==> src/design/assert_macros.svh <==
// assertion macros shared by the rtl
`ifndef ASSERT_MACROS_SVH
`define ASSERT_MACROS_SVH

// plain property check on clk_i, off during reset
`define RCR_ASSERT(lbl, prop, msg) \
  lbl: assert property (@(posedge clk_i) disable iff (!rst_ni) (prop)) else $error(msg);

// implication check on clk_i, off during reset
`define RCR_ASSERT_IMP(lbl, ante, cons, msg) \
  lbl: assert property (@(posedge clk_i) disable iff (!rst_ni) (ante) |-> (cons)) else $error(msg);

`endif

==> src/design/rcr_pkg.sv <==
// types, constants and codes of the residue class reachable count block
package rcr_pkg;

  localparam int unsigned RESIDUE_TABLE_SIZE_DEF = 1024;
  localparam int unsigned HW = 63;
  localparam int unsigned MW = 11;
  localparam int unsigned SW = 20;
  localparam int unsigned DIV_STEPS = 63;
  localparam int unsigned DCW = 6;

  typedef struct packed {
    logic [HW-1:0] height_limit;
    logic [MW-1:0] modulus_step;
    logic [SW-1:0] second_step;
    logic [SW-1:0] third_step;
  } rcr_in_t;

  typedef struct packed {
    logic [HW-1:0] reachable_count;
    logic          modulus_too_large;
  } rcr_out_t;

  typedef enum logic [1:0] {
    DIV_H = 2'd0,
    DIV_Y = 2'd1,
    DIV_Z = 2'd2
  } div_sel_e;

  typedef struct packed {
    logic     load_in;
    logic     div_start;
    div_sel_e div_sel;
    logic     idx_clr;
    logic     idx_inc;
    logic     mem_clear;
    logic     mem_seed;
    logic     scan_rd;
    logic     best_clr;
    logic     settle_wr;
    logic     rd_y;
    logic     wr_y;
    logic     rd_z;
    logic     wr_z;
    logic     sum_rd;
    logic     total_clr;
    logic     load_out;
  } rcr_cmd_t;

  typedef struct packed {
    logic special;
    logic div_done;
    logic idx_last;
    logic found;
    logic out_free;
  } rcr_sts_t;

endpackage

==> src/design/rcr_ctrl.sv <==
// controller state machine sequencing the search
module rcr_ctrl import rcr_pkg::*; (
  input  logic     clk_i,
  input  logic     rst_ni,
  input  logic     in_valid_i,
  input  rcr_sts_t sts_i,
  output logic     in_ready_o,
  output rcr_cmd_t cmd_o
);

  typedef enum logic [18:0] {
    ST_IDLE     = 19'd1,
    ST_CLASS    = 19'd2,
    ST_DIV_H    = 19'd4,
    ST_DIV_Y    = 19'd8,
    ST_DIV_Z    = 19'd16,
    ST_CLEAR    = 19'd32,
    ST_SEED     = 19'd64,
    ST_SCAN     = 19'd128,
    ST_SCAN_END = 19'd256,
    ST_SCAN_CHK = 19'd512,
    ST_SETTLE   = 19'd1024,
    ST_RD_Y     = 19'd2048,
    ST_WR_Y     = 19'd4096,
    ST_RD_Z     = 19'd8192,
    ST_WR_Z     = 19'd16384,
    ST_SUM      = 19'd32768,
    ST_SUM_END1 = 19'd65536,
    ST_SUM_END2 = 19'd131072,
    ST_DONE     = 19'd262144
  } state_e;

  state_e state_q, state_d;

  always_ff @(posedge clk_i or negedge rst_ni) begin
    if (!rst_ni) begin
      state_q <= ST_IDLE;
    end else begin
      state_q <= state_d;
    end
  end

  always_comb begin
    state_d    = state_q;
    cmd_o      = '0;
    in_ready_o = 1'b0;
    unique case (state_q)
      ST_IDLE: begin
        in_ready_o = 1'b1;
        if (in_valid_i) begin
          cmd_o.load_in = 1'b1;
          state_d       = ST_CLASS;
        end
      end
      ST_CLASS: begin
        if (sts_i.special) begin
          state_d = ST_DONE;
        end else begin
          cmd_o.div_start = 1'b1;
          cmd_o.div_sel   = DIV_H;
          state_d         = ST_DIV_H;
        end
      end
      ST_DIV_H: begin
        if (sts_i.div_done) begin
          cmd_o.div_start = 1'b1;
          cmd_o.div_sel   = DIV_Y;
          state_d         = ST_DIV_Y;
        end
      end
      ST_DIV_Y: begin
        if (sts_i.div_done) begin
          cmd_o.div_start = 1'b1;
          cmd_o.div_sel   = DIV_Z;
          state_d         = ST_DIV_Z;
        end
      end
      ST_DIV_Z: begin
        if (sts_i.div_done) begin
          cmd_o.idx_clr = 1'b1;
          state_d       = ST_CLEAR;
        end
      end
      ST_CLEAR: begin
        cmd_o.mem_clear = 1'b1;
        cmd_o.idx_inc   = 1'b1;
        if (sts_i.idx_last) begin
          state_d = ST_SEED;
        end
      end
      ST_SEED: begin
        cmd_o.mem_seed = 1'b1;
        cmd_o.idx_clr  = 1'b1;
        cmd_o.best_clr = 1'b1;
        state_d        = ST_SCAN;
      end
      ST_SCAN: begin
        cmd_o.scan_rd = 1'b1;
        cmd_o.idx_inc = 1'b1;
        if (sts_i.idx_last) begin
          state_d = ST_SCAN_END;
        end
      end
      ST_SCAN_END: state_d = ST_SCAN_CHK;
      ST_SCAN_CHK: begin
        if (sts_i.found) begin
          state_d = ST_SETTLE;
        end else begin
          cmd_o.idx_clr   = 1'b1;
          cmd_o.total_clr = 1'b1;
          state_d         = ST_SUM;
        end
      end
      ST_SETTLE: begin
        cmd_o.settle_wr = 1'b1;
        state_d         = ST_RD_Y;
      end
      ST_RD_Y: begin
        cmd_o.rd_y = 1'b1;
        state_d    = ST_WR_Y;
      end
      ST_WR_Y: begin
        cmd_o.wr_y = 1'b1;
        state_d    = ST_RD_Z;
      end
      ST_RD_Z: begin
        cmd_o.rd_z = 1'b1;
        state_d    = ST_WR_Z;
      end
      ST_WR_Z: begin
        cmd_o.wr_z     = 1'b1;
        cmd_o.idx_clr  = 1'b1;
        cmd_o.best_clr = 1'b1;
        state_d        = ST_SCAN;
      end
      ST_SUM: begin
        cmd_o.sum_rd  = 1'b1;
        cmd_o.idx_inc = 1'b1;
        if (sts_i.idx_last) begin
          state_d = ST_SUM_END1;
        end
      end
      ST_SUM_END1: state_d = ST_SUM_END2;
      ST_SUM_END2: state_d = ST_DONE;
      ST_DONE: begin
        if (sts_i.out_free) begin
          cmd_o.load_out = 1'b1;
          state_d        = ST_IDLE;
        end
      end
      default: state_d = ST_IDLE;
    endcase
  end

endmodule

==> config.mk <==
export PLATFORM = sky130hd
export DESIGN_NAME = rcr_ctrl
export DESIGN_NICKNAME = d
export VERILOG_FILES = /design/src/design/assert_macros.svh /design/src/design/rcr_pkg.sv /design/src/design/rcr_ctrl.sv
export SDC_FILE = /design/constraint.sdc
export NUM_CORES = 1
export LEC_CHECK = 0
export BUFFER_PORTS_ARGS = -buffer_cell sky130_fd_sc_hd__buf_2
export CAP_MARGIN = 25
export CORE_MARGIN = 10
export CORE_UTILIZATION = 47
export DETAILED_ROUTE_END_ITERATION = 12
export GPL_ROUTABILITY_DRIVEN = 0
export PLACE_DENSITY = 0.7
export SETUP_SLACK_MARGIN = 0.5
export SYNTH_ARGS = -nofsm -noshare
export SYNTH_HDL_FRONTEND = slang
export SYNTH_SLANG_ARGS = --single-unit
export TNS_END_PERCENT = 20
==> constraint.sdc <==
create_clock -name clk_i -period 3.1 [get_ports clk_i]
set_clock_uncertainty 0.05 [all_clocks]
set_input_delay 0.465 -clock clk_i [delete_from_list [all_inputs] [get_ports clk_i]]
set_output_delay 0.465 -clock clk_i [all_outputs]
set_load 0.005 [all_outputs]
### Word-level counts from Yosys, hierarchy flattened

Index checks and enable logic that the tools add are counted.

| word-level totals | value |
|---|---|
| word-level logic and storage cells | 66 |
| register bits after elaboration | 19 |
| output and inout bits | 19 |
| bits of input ports | 8 |

| cells by class | value |
|---|---|
| eq/ne operators | 27 |
| reductions and logical operators | 3 |
| multiplexer cells | 35 |

Operator list:

| cell | number |
|---|---|
| 19-bit case mux with 18 select lines | 1 |
| 19-bit 2-to-1 mux | 9 |
| 19-bit by 1-bit equality test with 1-bit output (second input constant) | 1 |
| 19-bit by 10-bit equality test with 1-bit output (second input constant) | 1 |
| 19-bit by 11-bit equality test with 1-bit output (second input constant) | 1 |
| 19-bit by 12-bit equality test with 1-bit output (second input constant) | 1 |
| 19-bit by 13-bit equality test with 1-bit output (second input constant) | 1 |
| 19-bit by 14-bit equality test with 1-bit output (second input constant) | 1 |
| 19-bit by 15-bit equality test with 1-bit output (second input constant) | 1 |
| 19-bit by 16-bit equality test with 1-bit output (second input constant) | 1 |
| 19-bit by 17-bit equality test with 1-bit output (second input constant) | 1 |
| 19-bit by 18-bit equality test with 1-bit output (second input constant) | 1 |
| 19-bit equality test (second input constant) | 1 |
| 19-bit by 2-bit equality test with 1-bit output (second input constant) | 1 |
| 19-bit by 3-bit equality test with 1-bit output (second input constant) | 1 |
| 19-bit by 4-bit equality test with 1-bit output (second input constant) | 1 |
| 19-bit by 5-bit equality test with 1-bit output (second input constant) | 1 |
| 19-bit by 6-bit equality test with 1-bit output (second input constant) | 1 |
| 19-bit by 7-bit equality test with 1-bit output (second input constant) | 1 |
| 19-bit by 8-bit equality test with 1-bit output (second input constant) | 1 |
| 19-bit by 9-bit equality test with 1-bit output (second input constant) | 1 |
| 1-bit 2-to-1 mux | 19 |
| 16-bit 2-to-1 mux | 1 |
| 2-bit inequality test (second input constant) | 8 |
| other kinds (6) | 8 |

### Depth between registers and ports, before layout

Gate-level depths: netlist of run 1.

| depth | value |
|---|---|
| depth after elaboration | 3 |
| mapped depth | 6 |
| mapped depth without buffers | 5 |

### Worst setup path after synthesis of run 1

OpenSTA, ideal clock, no wires.

| path | value |
|---|---|
| path kind | register -> output |
| start point | reg state_q[12] |
| end point | out cmd_o[16] (netlist bit) |
| slack | 0.578 ns |
| data arrival time | 2.007 ns |
| stages on the path, launching flop included | 7 |
| buffers on the path | 1 |
| data required time | 2.585 ns |
| cells stage by stage | dfrtp_1 -> buf_6 -> or4_4 -> nor4_4 -> nand3_2 -> or3b_4 -> o311ai_1 |

RTL lines:

| item | RTL line | text |
|---|---|---|
| from (decl) | rcr_ctrl.sv:33 | `state_e state_q, state_d;` |
| from (signal assigned) | rcr_ctrl.sv:39 | `state_q <= state_d;` |
| to (decl) | rcr_ctrl.sv:8 | `output rcr_cmd_t cmd_o` |

==> results of run 1 <==
## cell usage in the layout (no fill, tap or decap), types with 3 or more instances in the layout
cell type,instances
o21ai_0,5
nor4_1,3
or4_4,5
clkbuf_4,3
and2_1,3
dfrtp_1,9
or3_4,3
dfrtp_2,9
nor3_1,7
buf_4,15
xor2_1,6
buf_2,26
inv_1,6
nand4_1,3
nor2_1,17
nor3b_1,8
nand2_1,6
a21o_1,4
nand4b_1,3
## worst register-to-register path, delay by kind of cell, from the launching register on
| family | cells | cell delay (ns) |
|---|---|---|
| buffers and inverters | 2 | 0.34 |
| flip-flops | 1 | 0.40 |
| AND/OR/NAND/NOR | 4 | 1.48 |
## cell usage after synthesis, types with 2 or more instances
| cell | instances | area (um2) |
|---|---|---|
| nor2_1 | 19 | 71.32 |
| dfrtp_1 | 18 | 450.4 |
| nor3b_1 | 10 | 75.07 |
| nand2_1 | 7 | 26.28 |
| nor3_1 | 7 | 35.03 |
| buf_4 | 6 | 45.04 |
| inv_1 | 6 | 22.52 |
| xor2_1 | 6 | 52.55 |
| buf_6 | 5 | 56.30 |
| o21ai_0 | 5 | 25.02 |
| or4_4 | 5 | 56.30 |
| a21o_1 | 4 | 30.03 |
| nor4_1 | 4 | 25.02 |
| and2_1 | 3 | 18.77 |
| nand4_1 | 3 | 18.77 |
| nand4b_1 | 3 | 26.28 |
| and4b_1 | 2 | 20.02 |
| nor4b_1 | 2 | 17.52 |
| o32ai_1 | 2 | 17.52 |
| or3_1 | 2 | 12.51 |
| or4b_2 | 2 | 20.02 |
| xnor2_1 | 2 | 17.52 |
## kinds of logic (layout without fill, tap and decap cells)
group,count (synthesis),after routing,share of synthesized area [%]
AOI/OAI and AO/OA,20,20,11.52
xor gates and xnor gates,8,8,5.119
and+or+nand+nor,79,79,37.94
buffers and inverters,17,51,9.049
DFF,19,19,34.83
muxes,2,2,1.554
## worst max path at each step
stage / from / to / slack (ns) / depth (start not counted)
CTS: state_q[4] / cmd_o[16] / 0.18 / 6
detailed placement: state_q[12] / cmd_o[16] / 0.33 / 6
finish: state_q[8] / cmd_o[16] / 0.18 / 6
global route: state_q[8] / cmd_o[16] / 0.07 / 6
global placement: state_q[12] / cmd_o[16] / 0.36 / 6
floorplan: state_q[12] / cmd_o[16] / 0.58 / 6
## final cells by class
class	count	area, um2	area share (%)
multi-input combinational	109	814.5	49.88
clock buffer	4	26.28	1.609
tap	31	38.79	2.375
timing repair buffer	41	242.7	14.87
inverter	6	22.52	1.379
sequential	19	488.0	29.88
## per-layer routing
metal  up-vias  GRT usage [%]  wire length (um)
met1       605          16.13              1539
met3         4          2.660               184
met5         -              0                 0
li1        605              -                 -
met4         0          4.141                35
met2        33          23.58              1919
## repair_timing
action                                 in CTS  in global routing
buffers inserted                           11                  1
endpoints found under the hold margin       0                  0
setup endpoints to repair                  19                 19
pin swaps                                   4                  2
gates resized for setup                    11                  8
## power breakdown
part / internal [mW] / total [mW] / switching (mW)
Combinational: 0.175 / 0.377 / 0.202
Clock: 0.0501 / 0.130 / 0.0798
Sequential: 0.271 / 0.295 / 0.0246
## stage by stage
| step | instance area [um2] | hold slack (ns) | setup slack, ns |
|---|---|---|---|
| after floorplan | 1369 | 0.1194 | 0.5782 |
| after global placement | 1459 | 0.3788 | 0.3649 |
| after detailed placement | 1459 | 0.3826 | 0.3257 |
| after CTS | 1600 | 0.05295 | 0.1766 |
| after global routing | 1633 | 0.06107 | 0.07003 |
| final | 1633 | 0.03395 | 0.1805 |
==> impl_metrics.env, run 1 <==
export IMPL_worstSetupStartpointType="register"
export IMPL_power_mw=0.8023
export IMPL_slew_viol_final=0
export IMPL_worst_ep_required_time_ns=2.58
export IMPL_clock_sinks=19
export IMPL_clkTransAtPathRegs_ns=0.11
export IMPL_die_height_um=73.97
export IMPL_maxCapViolCount=0
export IMPL_ys_flop_type="dfrtp_1"
export IMPL_clock_latency_ns=0.30
export IMPL_netlist_instances=145
export IMPL_reg2regPathDepth=6
export IMPL_track_usage_pct=13.47
export IMPL_dp_cells=194
export IMPL_crit_chain="or4_4 -> nor4_4 -> nand3_2 -> or3b_4 -> o311ai_1 -> buf_2"
export IMPL_nets=188
export IMPL_coreArea_mm2=0.002781
export IMPL_min_period_ns=2.920
export IMPL_synth_seq_area_share_pct=34.83
export IMPL_regMostFlops="state_q"
export IMPL_final_hold_viol_count=0
export IMPL_place_port_buffers=26
export IMPL_setup_viol=0
export IMPL_cts_root_buf="clkbuf_4"
export IMPL_ys_async_sr_fraction_pct=100.0
export IMPL_syn_num_nets=153
export IMPL_area_delta_synth_final_pct=19.29
export IMPL_max_freq_ghz=0.3425
export IMPL_ctsHoldBuffers=0
export IMPL_floorplan_initialDensity_pct=49.21
export IMPL_fin_tns_setup_ns=0
export IMPL_synth_edf_count=0
export IMPL_first_pass_iters=4
export IMPL_grt_pass1_wl_um=6016
export IMPL_vias_per_cell=5.938
export IMPL_worstPathArrival_ns=2.40
export IMPL_cts_made_buffers=3
export IMPL_instances_no_fill=210
export IMPL_slew_headroom_pct=69.06
export IMPL_worstSetupPathType="register to output port"
export IMPL_path_buf_inv=1
export IMPL_drt_initial_drc_count=81
export IMPL_hpwlAfterDp_um=2667
export IMPL_static_leakage_power_nw=0.8357
export IMPL_syn_area_per_cell_um2=9.440
export IMPL_r2r_slack_ns=0.70
export IMPL_rows=19
export IMPL_reg2reg_from="state_q[8]"
export IMPL_io_pins=27
export IMPL_wire_per_inst_um=17.51
export IMPL_largest_reg_flops=19
export IMPL_worst_path_max_fanout=3
export IMPL_drc=0
export IMPL_post_route_util_pct=58.70
export IMPL_antenna_found_initial=0
export IMPL_synth_cell_types=44
export IMPL_cpPeakStageDelay_ns=0.58
export IMPL_fin_crit_sh_pct=94.18
export IMPL_ir_worst_vdd_v=0.0004925
export IMPL_power_density_mw_per_mm2=491.4
export IMPL_status="finished, final reports clean"
export IMPL_cts_buffer_depth=2
export IMPL_rsz0062_at_grt="yes"
export IMPL_cp_end_kind="output port"
export IMPL_n_antenna_cell=0
export IMPL_num_fill_cells=244
export IMPL_die_x_um=73.97
export IMPL_grt_max_degree=20
export IMPL_grt_overflow=0
export IMPL_ys_ff_latch=19
export IMPL_cts_tree="done"
export IMPL_syn_area_mm2=0.001369
export IMPL_num_vias=1247
export IMPL_die_area_mm2=0.005471
export IMPL_drive_gt1_share_pct=42.46
export IMPL_yosys_warnings=0
export IMPL_slowest_stage="or4_4"
export IMPL_timing_rr_end="state_q[8]"
export IMPL_critPathTopFamily="simple AND/OR/NAND/NOR gates"
export IMPL_routed_wl_um=3678
export IMPL_ant_nets=0
export IMPL_hp_class="input port to asynchronous set/reset pin"
export IMPL_grt_pass1_vias=1279
export IMPL_top_regs="state_q (19)"
export IMPL_worst_pin_slew_ns=0.4605
export IMPL_cts_htree_levels=1
Note: power is estimated with default switching activity, not from simulation.
==> run 2, diff against run 1 <==
--- a/config.mk
+++ b/config.mk
@@ -11,7 +11,7 @@
 export CORE_UTILIZATION = 47
 export DETAILED_ROUTE_END_ITERATION = 12
 export GPL_ROUTABILITY_DRIVEN = 0
-export PLACE_DENSITY = 0.7
+export PLACE_DENSITY = 0.72
 export SETUP_SLACK_MARGIN = 0.5
 export SYNTH_ARGS = -nofsm -noshare
 export SYNTH_HDL_FRONTEND = slang
==> run 2 against run 1 <==
Sequential share of layout area rose by 0.34 points. Sequential power barely moved. Worst hold slack got worse by 0.0062 ns. Setup slack got worse by 0.054 ns. Via count rose by 1.3%. Final area fell by 1.4%. Maximum frequency fell by 1.8%. Combinational power fell by 5%. Non-clock buffer count fell by 1. Routed wire length rose by 0.57%.
==> impl_metrics.env, run 2 (synthesis results as in run 1) <==
export IMPL_slew_viol_final=0
export IMPL_worst_ep_required_time_ns=2.58
export IMPL_regMostFlops="state_q"
export IMPL_dp_cells=194
export IMPL_hp_class="input port to asynchronous set/reset pin"
export IMPL_ir_worst_vdd_v=0.0004105
export IMPL_slew_headroom_pct=67.10
export IMPL_worst_pin_slew_ns=0.4874
export IMPL_rows=19
export IMPL_num_fill_cells=254
export IMPL_top_regs="state_q (19)"
export IMPL_floorplan_initialDensity_pct=49.21
export IMPL_coreArea_mm2=0.002781
export IMPL_final_hold_viol_count=0
export IMPL_power_density_mw_per_mm2=489.0
export IMPL_layout_commonest_cell="buf_2"
export IMPL_max_freq_ghz=0.3363
export IMPL_wire_per_inst_um=17.70
export IMPL_cts_buffer_depth=2
export IMPL_cts_tree="done"
export IMPL_final_cell_mix="buf_2 (26), nor2_1 (18), buf_4 (14)"
export IMPL_fin_tns_setup_ns=0
export IMPL_antenna_found_initial=0
export IMPL_min_period_ns=2.973
export IMPL_multi_input_area_um2=800.8
export IMPL_slowest_stage="or4_4"
export IMPL_place_port_buffers=26
export IMPL_rsz0062_at_grt="yes"
export IMPL_grt_pass1_vias=1260
export IMPL_grt_overflow=0
export IMPL_worst_path_max_fanout=3
export IMPL_clkTransAtPathRegs_ns=0.11
export IMPL_cts_made_buffers=3
export IMPL_r2r_slack_ns=0.72
export IMPL_worstSetupStartpointType="register"
export IMPL_regArea_um2=486.7
export IMPL_clock_sinks=19
export IMPL_largest_reg_flops=19
export IMPL_status="finished, final reports clean"
export IMPL_num_vias=1263
export IMPL_cp_end_kind="output port"
export IMPL_cpPeakStageDelay_ns=0.58
export IMPL_grt_pass1_wl_um=5871
export IMPL_clock_latency_ns=0.31
export IMPL_first_pass_iters=4
export IMPL_vias_per_cell=6.043
export IMPL_cts_htree_levels=1
export IMPL_routed_wl_um=3699
export IMPL_die_area_mm2=0.005471
export IMPL_setup_viol=0
export IMPL_track_usage_pct=13.27
export IMPL_reg2reg_from="state_q[14]"
export IMPL_crit_chain="or4_4 -> nor4_4 -> nand3_2 -> or3b_4 -> o311ai_2 -> buf_2"
export IMPL_worstPathArrival_ns=2.46
export IMPL_static_leakage_power_nw=0.8289
export IMPL_instances_no_fill=209
export IMPL_path_buf_inv=1
export IMPL_die_height_um=73.97
export IMPL_fin_crit_sh_pct=95.91
export IMPL_critPathTopFamily="simple AND/OR/NAND/NOR gates"
export IMPL_drive_gt1_share_pct=41.01
export IMPL_die_x_um=73.97
export IMPL_timing_rr_end="state_q[8]"
export IMPL_ctsHoldBuffers=0
export IMPL_worstSetupPathType="register to output port"
export IMPL_nets=187
export IMPL_drc=0
export IMPL_reg2regPathDepth=6
export IMPL_cts_root_buf="clkbuf_4"
export IMPL_drt_initial_drc_count=46
export IMPL_io_pins=27
export IMPL_post_route_util_pct=57.89
export IMPL_n_antenna_cell=0
export IMPL_ant_nets=0
export IMPL_area_delta_synth_final_pct=17.64
export IMPL_hpwlAfterDp_um=2674
export IMPL_grt_max_degree=20
export IMPL_maxCapViolCount=0
## run 2: cell count changes in the layout (fill, tap and decap cells not counted), sizes merged
cell  previous run  this run
buf             41        40
## run 2: cell type report
cell class,instances,share of cell area (%)
multi-input combinational,109,49.73
sequential,19,30.23
timing repair buffer,40,14.61
tap,31,2.409
clock buffer,4,1.632
inverter,6,1.399
## run 2: metal layers
| metal | share of wire, % | vias up | track usage, % |
|---|---|---|---|
| li1 | - | 606 | - |
| met1 | 41 | 594 | 15.26 |
| met2 | 50 | 52 | 22.54 |
| met3 | 6.0 | 11 | 2.926 |
| met4 | 2.5 | 0 | 6.832 |
| met5 | 0 | - | 0 |
## run 2: stage by stage
stage	power, mW	hold WS, ns	setup slack, ns	cell area (um2)
2_1_floorplan	0.5309	0.1194	0.5782	1369
3_3_place_gp	0.6008	0.3766	0.3691	1459
3_5_place_dp	0.6185	0.3843	0.3234	1459
4_1_cts	0.7772	0.03895	0.1531	1583
5_1_grt	0.8313	0.05004	0.02393	1610
6_report	0.7875	0.02771	0.1269	1610
## run 2: timing repair
item | in CTS | in global routing
pin swaps | 3 | 3
setup endpoints to repair | 19 | 19
gates resized for setup | 11 | 4
setup buffers | 9 | 2
## run 2: worst reg2reg max path, stage by stage, from the launching register on
cell and delay (ns):
dfrtp_2 0.44, or4_4 0.58, buf_4 0.17, or4_4 0.54, o22ai_2 0.20, a211o_2 0.21
nor4b_1 0.08
## run 2: how the worst max path moves through the flow
stage	from	end	slack, ns	cells after the start
6_report	state_q[14]	cmd_o[16]	0.13	6
5_1_grt	state_q[15]	cmd_o[16]	0.02	6
4_1_cts	state_q[10]	cmd_o[16]	0.15	6
3_5_place_dp	state_q[12]	cmd_o[16]	0.32	6
3_3_place_gp	state_q[12]	cmd_o[16]	0.37	6
2_1_floorplan	state_q[12]	cmd_o[16]	0.58	6
## run 2: power breakdown
part	switching, mW	internal [mW]	leakage (nW)
sequential	0.0240	0.271	0.248
combinational	0.205	0.153	0.566
clock	0.0840	0.0503	0.0150
==> run 3, diff against run 2 <==
--- a/config.mk
+++ b/config.mk
@@ -7,7 +7,6 @@
 export LEC_CHECK = 0
 export BUFFER_PORTS_ARGS = -buffer_cell sky130_fd_sc_hd__buf_2
 export CAP_MARGIN = 25
-export CORE_MARGIN = 10
 export CORE_UTILIZATION = 47
 export DETAILED_ROUTE_END_ITERATION = 12
 export GPL_ROUTABILITY_DRIVEN = 0
==> run 3 against run 2 <==
Combinational power rose by 10%. Critical path depth did not move. Global-route usage rose by 8.2 points. Utilization rose by 1.8 points. Sequential share of layout area fell by 0.59 points. Clock power fell by 5%. Final area rose by 2.3%. First-iteration DRC count fell by 11%.
==> impl_metrics.env, run 3 (synthesis results as in run 1) <==
export IMPL_grt_pass1_vias=1139
export IMPL_cts_htree_levels=1
export IMPL_setup_viol=0
export IMPL_clkTransAtPathRegs_ns=0.11
export IMPL_first_pass_iters=4
export IMPL_drive_gt1_share_pct=43.65
export IMPL_worstSetupPathType="register to output port"
export IMPL_hp_class="input port to asynchronous set/reset pin"
export IMPL_maxCapViolCount=0
export IMPL_holdWs_ns=0.03590
export IMPL_pwr_share_seq_pct=36.3
export IMPL_power_density_mw_per_mm2=498.2
export IMPL_status="finished, final reports clean"
export IMPL_wire_per_inst_um=15.74
export IMPL_die_height_um=55.97
export IMPL_min_period_ns=2.898
export IMPL_worstPathArrival_ns=2.38
export IMPL_final_hold_viol_count=0
export IMPL_ant_nets=0
export IMPL_place_port_buffers=26
export IMPL_cts_root_buf="clkbuf_4"
export IMPL_die_x_um=55.97
export IMPL_routed_wl_um=3337
export IMPL_layout_commonest_cell="buf_2"
export IMPL_die_area_mm2=0.003132
export IMPL_cts_made_buffers=3
export IMPL_switching_share_pct=38.24
export IMPL_static_leakage_power_nw=0.8423
export IMPL_worst_path_max_fanout=4
export IMPL_regMostFlops="state_q"
export IMPL_drc=0
export IMPL_ctsHoldBuffers=0
export IMPL_fin_tns_setup_ns=0
export IMPL_ir_worst_vdd_v=0.0004095
export IMPL_cell_internal_pwr_mw=0.5067
export IMPL_coreArea_mm2=0.002758
export IMPL_rsz0062_at_grt="yes"
export IMPL_antenna_found_initial=0
export IMPL_num_vias=1264
export IMPL_area_delta_synth_final_pct=20.29
export IMPL_floorplan_initialDensity_pct=49.64
export IMPL_slew_viol_final=0
export IMPL_cp_end_kind="output port"
export IMPL_clock_latency_ns=0.30
export IMPL_worstSetupStartpointType="register"
export IMPL_clock_sinks=19
export IMPL_vias_per_cell=5.962
export IMPL_hpwlAfterDp_um=2246
export IMPL_max_freq_ghz=0.3450
export IMPL_pwr_share_clk_pct=15.4
export IMPL_rows=19
export IMPL_cts_tree="done"
export IMPL_worst_pin_slew_ns=0.4784
export IMPL_fin_crit_sh_pct=93.49
export IMPL_worst_ep_required_time_ns=2.58
export IMPL_n_antenna_cell=0
export IMPL_p_sw_mw=0.3137
export IMPL_grt_pass1_wl_um=5278
export IMPL_nets=190
export IMPL_cts_buffer_depth=2
export IMPL_grt_overflow=0
export IMPL_grt_max_degree=20
export IMPL_largest_reg_flops=19
export IMPL_top_regs="state_q (19)"
export IMPL_final_cell_mix="buf_2 (26), nor2_1 (17), buf_4 (17)"
export IMPL_comb_power_share_pct=48.3
export IMPL_slew_headroom_pct=67.86
export IMPL_drt_initial_drc_count=41
export IMPL_track_usage_pct=21.48
export IMPL_power_mw=0.8203
export IMPL_io_pins=27
==> run 3: area by class of cell <==
type / count / area [um2]
Sequential cell: 19 / 488.0
Multi-Input combinational cell: 109 / 813.3
Clock buffer: 4 / 26.28
Inverter: 6 / 22.52
Tap cell: 31 / 38.79
Timing Repair Buffer: 43 / 257.7
Fill cell: 233 / 1111
==> run 3: routing by layer <==
layer  routed length, um  GRT usage, %  vias up  part of all wire [%]
li1                    -             -      605                     -
met1                1478         29.07      609                    44
met2                1619         35.54       41                    49
met3                 166         2.791        9                   5.0
met4                  73         7.317        0                   2.2
met5                   0             0        -                     0
==> run 3: repair_timing <==
item | CTS | global route
resized for setup | 9 | 11
endpoints found under the hold margin | 0 | 0
buffers inserted | 10 | 5
setup endpoints to repair | 19 | 19
pin swaps | 2 | 7
gates cloned | 0 | 0
==> run 3: critical path, stage by stage (launching register included) <==
cell	delay [ns]
dfrtp_2	0.42
or4_4	0.59
nor4_4	0.32
nand3_2	0.12
or3b_4	0.40
o311ai_1	0.09
buf_2	0.15
==> run 3: path summary, 6_finish.rpt <==
path | from | endpoint | slack, ns | cells past startpoint
setup / recovery | state_q[5] | cmd_o[16] | 0.20 | 6
hold / removal | rst_ni | state_q[17] | 0.04 | 1
setup reg to reg | state_q[8] | state_q[8] | 0.73 | 6
hold reg to reg | state_q[18] | state_q[17] | 0.49 | 1
max in group asynchronous | rst_ni | state_q[10] | 2.63 | 1
min in group clk_i | in_valid_i | state_q[0] | 0.30 | 2
==> run 3: stage by stage <==
step | utilization [%] | setup slack (ns) | area (um2) | cells
after global placement | 52.63 | 0.3833 | 1451 | 193
after detailed placement | 52.63 | 0.3310 | 1451 | 193
after CTS | 56.99 | 0.2187 | 1572 | 207
after global routing | 59.71 | 0.1143 | 1647 | 212
after floorplan | - | 0.5782 | 1369 | 145
final | 59.71 | 0.2017 | 1647 | 212
==> run 3: power by group through the flow <==
stage / Sequential [mW] / Clock [mW] / Combinational [mW]
after global placement: 0.300 / 0 / 0.297
after global routing: 0.298 / 0.147 / 0.431
after detailed placement: 0.301 / 0 / 0.306
after floorplan: 0.291 / 0 / 0.240
after CTS: 0.294 / 0.131 / 0.327
final: 0.298 / 0.127 / 0.396
